$ cat src/hw/rtl/u1pa_pkg.sv
// Shared types and constants for the U(1) plaquette average block.
package u1pa_pkg;

  localparam int SUM_W = 48;   // accumulator width, wraps modulo 2^48
  localparam int AVG_W = 16;   // Q1.15 average width
  localparam int R_W   = 31;   // Q30 values below 2.0
  localparam int MAG_W = 15;   // Q15 cosine magnitude
  localparam int CFG_W = 25;   // lattice_sites register width
  localparam int NUM_CELLS = 5;

  localparam logic [R_W-1:0]   Q30_ONE     = 31'h4000_0000;
  localparam logic [MAG_W-1:0] COS_MAX     = 15'd32767;
  localparam logic [AVG_W-1:0] AVG_MAX     = 16'd32767;
  localparam logic [CFG_W-1:0] SITES_RESET = 25'd4096;

  // cos(pi*x/2) Taylor coefficients in Q30, constant term first
  localparam logic [R_W-1:0] COEF [0:5] = '{
    31'd1073741824, 31'd1324675879, 31'd272375560,
    31'd22401992, 31'd987048, 31'd27060
  };

  // data handed from one Horner cell to the next
  typedef struct packed {
    logic           vld;
    logic           neg;
    logic           tp;
    logic           last;
    logic [R_W-1:0] u;
    logic [R_W-1:0] r;
  } u1pa_bus_t;

  // divider status seen by the top level
  typedef struct packed {
    logic busy;
    logic res_valid;
  } u1pa_div_stat_t;

endpackage

$ cat src/hw/rtl/u1pa_cell.sv
// One Horner cell: r_out = coef - (r_in * u) >> 30, clamped at zero, registered.
module u1pa_cell import u1pa_pkg::*; (
  input  logic           clk,
  input  logic           rst_n,
  input  logic [R_W-1:0] coef,
  input  u1pa_bus_t      bus_in,
  output u1pa_bus_t      bus_out
);

  logic [2*R_W-1:0] prod;
  logic [R_W:0]     term;
  logic [R_W-1:0]   r_nxt;
  u1pa_bus_t        bus_r;

  assign prod  = bus_in.r * bus_in.u;
  assign term  = prod[2*R_W-1:30];
  assign r_nxt = (term >= {1'b0, coef}) ? '0 : coef - term[R_W-1:0];

  always_ff @(posedge clk) begin
    if (!rst_n) begin
      bus_r.vld <= 1'b0;
    end else begin
      bus_r.vld <= bus_in.vld;
    end
    bus_r.neg  <= bus_in.neg;
    bus_r.tp   <= bus_in.tp;
    bus_r.last <= bus_in.last;
    bus_r.u    <= bus_in.u;
    bus_r.r    <= r_nxt;
  end

  assign bus_out = bus_r;

endmodule

$ cat config.mk
export PLATFORM = sky130hd
export DESIGN_NAME = u1pa_cell
export DESIGN_NICKNAME = d
export VERILOG_FILES = /design/src/hw/rtl/u1pa_pkg.sv /design/src/hw/rtl/u1pa_cell.sv
export SDC_FILE = /design/constraint.sdc
export NUM_CORES = 2
export LEC_CHECK = 0
export BUFFER_PORTS_ARGS = -buffer_cell sky130_fd_sc_hd__buf_2
export CORE_MARGIN = 1
export CORE_UTILIZATION = 32
export CTS_BUF_LIST = sky130_fd_sc_hd__clkbuf_8
export DETAILED_ROUTE_END_ITERATION = 16
export SLEW_MARGIN = 10
export SYNTH_ARGS = -nofsm -noshare
export SYNTH_HDL_FRONTEND = slang
export SYNTH_SLANG_ARGS = --single-unit
$ cat constraint.sdc
create_clock -name clk -period 19.6 [get_ports clk]
set_input_delay 0.98 -clock clk [delete_from_list [all_inputs] [get_ports clk]]
set_output_delay 0.98 -clock clk [all_outputs]
set_load 0.01 [all_outputs]
Word-level counts from Yosys, hierarchy flattened
Cells that the tools add are included.
{"block": "totals", "regBits": 66, "latchBits": 0, "ram_bits": 0, "romBits": 0, "inputBits": 99, "output_inout_bits": 66, "wordCells": 9, "memories": 0}
{"block": "op_classes", "add_sub_neg": 1, "multipliers": 1, "div_mod_pow": 0, "magnitude_cmp": 1, "eq_ne": 0, "n_shift": 0, "muxes": 0, "n_bitwise": 0, "reduce_logical": 0}
{"cell": "31-bit by 31-bit multiplier with 62-bit output", "n": 1}
{"cell": "32-bit by 31-bit greater-or-equal comparator with 1-bit output", "n": 1}
{"cell": "31-bit subtractor", "n": 1}

Longest topological paths before layout
{"block": "depth", "ltp_word": 2, "mapped_depth": 39, "depth_no_buf": 37}

Worst setup path after synthesis
OpenSTA, ideal clock, no wires.
{"block": "synth_path", "path_kind": "input to register", "startpoint": "input port bus_in[35] (netlist name)", "endpoint": "register bus_r (netlist bit bus_out[3])", "setup_ns": 0.061, "arrival_time_ns": 9.687, "setup_slack_ns": 9.852, "stages": 36, "n_path_buf": 3, "path_cell_list": "clkbuf_1 > and2_1 > fa_1 > fa_1 > fa_1 > inv_1 > fa_1 > inv_1 > fa_1 > inv_1 > fa_1 > inv_1 > fa_1 > fa_1 > ha_1 > nand4_1 > nor4_1 > o21ai_1 > o2111ai_2 > o21ai_2 > o311a_1 > o21ai_0 > a41o_1 > a41oi_1 > xnor2_1 > ha_1 > clkbuf_1 > and3_1 > and3_1 > a2111oi_0 > o211ai_1 > o22ai_1 > nand2b_1 > mux2i_2 > buf_2 > and4_1"}
{"block": "synth_via", "elab_chain_cells": 2}
{"item": "from (decl)", "line_no": "u1pa_cell.sv:6", "rtl": "input u1pa_bus_t bus_in,"}
{"item": "31-bit by 31-bit multiplier with 62-bit output (*)", "line_no": "u1pa_cell.sv:15", "rtl": "assign prod = bus_in.r * bus_in.u;"}
{"item": "31-bit subtractor or 32-bit by 31-bit greater-or-equal comparator with 1-bit output (tied branches)", "line_no": "u1pa_cell.sv:17", "rtl": "assign r_nxt = (term >= {1'b0, coef}) ? '0 : coef - term[R_W-1:0];"}
{"item": "to (decl)", "line_no": "u1pa_cell.sv:13", "rtl": "u1pa_bus_t bus_r;"}
Mark *: on every way between the ends. The rest lies on a longest branch, timed or not.
A chain may end at the register's enable or synchronous reset.

Final worst setup path
{"block": "layout_path", "startpoint": "input port bus_in[11] (netlist name)", "endpoint": "register bus_r (netlist bit bus_out[20])"}
The elaborated chain is that of the path after synthesis.

==> metrics.txt <==
arrival time of data at the critical path endpoint=11390 ps; root buffer selected by CTS=sky130_fd_sc_hd__clkbuf_8; TritonCTS buffer count=9; clock tree from TritonCTS=yes; Final setup viols=0; Final Net Count=slightly below 5000; count of different cell masters after synthesis=57; DRT Pass-1 Iters=5; flip-flop count of the largest register after layout=66; Setup Buffers After CTS=0; remaining routing DRC violations=0; largest net degree at the start of global routing=33; total number of H-tree levels=3; fraction of registers with async set or reset after synthesis=0%; maximum clock frequency=approximately 0.091 GHz; number of synthesized flops with an enable pin=0; Fillers=~11000; count leader, synth=sky130_fd_sc_hd__fa_1; Initial Utilization=between 30% and 40%; violation count after the first detailed-routing iteration=1291; final period demand of the worst path=approximately 11000 ps; maximum clock insertion buffer count=2; aggregate negative setup slack=0 ps; via count=approximately 24000; final weighted congestion of routability-driven global placement=0.8621; die outline width=~330 um; outcome=completed; num rows=around 120; final count of hold timing violations=0; via count of the first global-routing pass=27040; grt total ovfl=0; register bit total from synthesis=66; share of the yosys chip area belonging to registers=under 10%; library cell appearing most often on the critical path=sky130_fd_sc_hd__fa_1; max incr delay on CP=between 500 and 600 ps; share of the synthesized area in the top cell type=about half; slowest stage cell, crit path=sky130_fd_sc_hd__buf_2; CP Data Required Time=between 20000 and 25000 ps; Tcrit/Tclk final=56.03%; crit path capture=bus_out[20]$_SDFF_PP0_; area added between synthesis and finish=6.446%; post-synthesis cell type with the largest combined area=sky130_fd_sc_hd__fa_1; final routed wirelength across all metal layers=96280 um; overall track demand over capacity in global routing=about a fifth; top post-synthesis cells by count=sky130_fd_sc_hd__fa_1 (837), sky130_fd_sc_hd__inv_1 (816), sky130_fd_sc_hd__nand2_1 (517); # hold bufs at CTS=0; number of antenna violations at the first check in global routing=11; Synth Net Count=~5000; Mean Syn Cell Area=a little over 9 um2; post-detailed-placement half-perimeter wirelength=~74000 um; Setup CP Type=in -> reg; average wire per cell in the routed design=between 15 and 20 um; Std-Cell Core Area=104100 um2; Die Area=roughly 110000 um2; # port buffers=about 160; worst hold slack=approximately 580 ps; I/O Pins=about 170; proportion of layout cells with a drive suffix above 1=under 10%; transition at the pin with the smallest max-transition slack=around 960 ps; synthesized instance count=3681; global-route wire length before repair=~160000 um; number of max-capacitance violations reported=0; count of clock tree sinks=66; antenna-violating nets left=0; number of pins with negative max-slew slack in the final report=0; Max transition margin=roughly 36%; unrepaired setup endpoints after global routing=false; Worst Hold Class=in -> reg; number of warning messages in the yosys log=0; clock-pin slew on the worst setup and hold paths=approximately 110 ps; average vias per placed instance=4.797; crit end category=flip-flop; Critical Path Source Type=input pin; commonest register cell after synthesis=sky130_fd_sc_hd__dfxtp_1; total of cells resized after clock tree synthesis=0; startpoint of the most critical setup path=bus_in[11]; Synth area leaders=sky130_fd_sc_hd__fa_1 (50%), sky130_fd_sc_hd__ha_1 (12%), sky130_fd_sc_hd__and2_1 (9.3%); maximum fanout count along the critical path=31; Synth Cell Area=between 30000 and 40000 um2; die extent in y=326.7 um
-- cells in the final DEF, fill, tap and decap left out, types with 9 or more instances in the layout --
master,synthesis,layout
sky130_fd_sc_hd__a21oi_1,69,69
sky130_fd_sc_hd__clkbuf_8,0,9
sky130_fd_sc_hd__nor3_1,13,13
sky130_fd_sc_hd__nand2b_1,12,12
sky130_fd_sc_hd__fa_1,837,837
sky130_fd_sc_hd__inv_1,816,816
sky130_fd_sc_hd__nor2b_1,9,9
sky130_fd_sc_hd__and2_1,501,501
sky130_fd_sc_hd__a21o_1,37,37
sky130_fd_sc_hd__ha_1,313,313
sky130_fd_sc_hd__nand3_1,13,13
sky130_fd_sc_hd__o21ai_0,41,41
sky130_fd_sc_hd__buf_4,0,24
sky130_fd_sc_hd__o21bai_1,11,11
sky130_fd_sc_hd__buf_2,4,164
sky130_fd_sc_hd__a211oi_1,9,9
sky130_fd_sc_hd__nor2_1,28,28
sky130_fd_sc_hd__nand2_1,517,517
sky130_fd_sc_hd__o21a_1,15,15
sky130_fd_sc_hd__dfxtp_1,66,66
sky130_fd_sc_hd__xnor2_1,38,38
sky130_fd_sc_hd__xor2_1,26,26
sky130_fd_sc_hd__and3_1,15,15
-- final cells by class --
cell class              instances  area [um2]  share of cell area [%]
multi-input cells            2594       28570                   79.57
inverters                     816        3063                   8.530
well taps                    1380        1727                   4.808
flip-flops and latches         66        1321                   3.679
repair buffers                188        1001                   2.787
clock buffers                   9       123.9                  0.3449
clock inverters                 7       83.83                  0.2334
diodes                          6       15.01                 0.04181
-- per-stage QoR --
stage               area (um2)  setup slack [ps]  std cells  util, %
floorplan                33730              9852       3681        -
global placement         35690              8354       5044    34.29
detailed placement       35690              8132       5044    34.29
CTS                      35890              8635       5060    34.48
global route             35900              7955       5062    34.49
finish                   35910              8617       5066    34.50
-- per-layer routing --
layer	vias up	global-route usage [%]	part of all wire, %
met3	171	3.054	5.3
met5	-	0	0.070
met1	12670	24.41	42
met4	12	4.632	2.6
li1	10760	-	-
met2	689	32.91	50
-- worst min path at each step --
stage / from / to / slack [ps] / cells past startpoint
floorplan: bus_in[31] / bus_out[31]$_DFF_P_ / 1010 / 0
global placement: bus_in[62] / bus_out[62]$_DFF_P_ / 1090 / 1
detailed placement: bus_in[62] / bus_out[62]$_DFF_P_ / 1080 / 1
CTS: bus_in[62] / bus_out[62]$_DFF_P_ / 550 / 1
global route: bus_in[62] / bus_out[62]$_DFF_P_ / 550 / 1
finish: bus_in[62] / bus_out[62]$_DFF_P_ / 580 / 1
-- worst max-delay path, delay by kind of cell --
family	cells	cell delay, ps
xor gates and xnor gates	1	200
and+or+nand+nor	6	1320
adders and majority gates	10	4560
AOI/OAI and AO/OA	11	3070
buffers and inverters	6	1100
muxes	1	140
-- kinds of logic (layout without fill, tap and decap cells) --
family | Yosys count | count (layout) | share of synthesized area (%)
AO/OA/AOI/OAI | 235 | 235 | 4.540
XOR/XNOR | 64 | 64 | 1.662
adder cells (fa/ha/maj) | 1150 | 1150 | 61.28
buffers and inverters | 1021 | 1020 | 11.38
flip-flops | 66 | 66 | 3.917
multiplexers | 1 | 1 | 0.04079
other | 0 | 6 | 0
AND/OR/NAND/NOR | 1144 | 1144 | 17.18
Power is not shown: default switching activity piles up to over one toggle a cycle in this logic, so the estimate is an artifact.
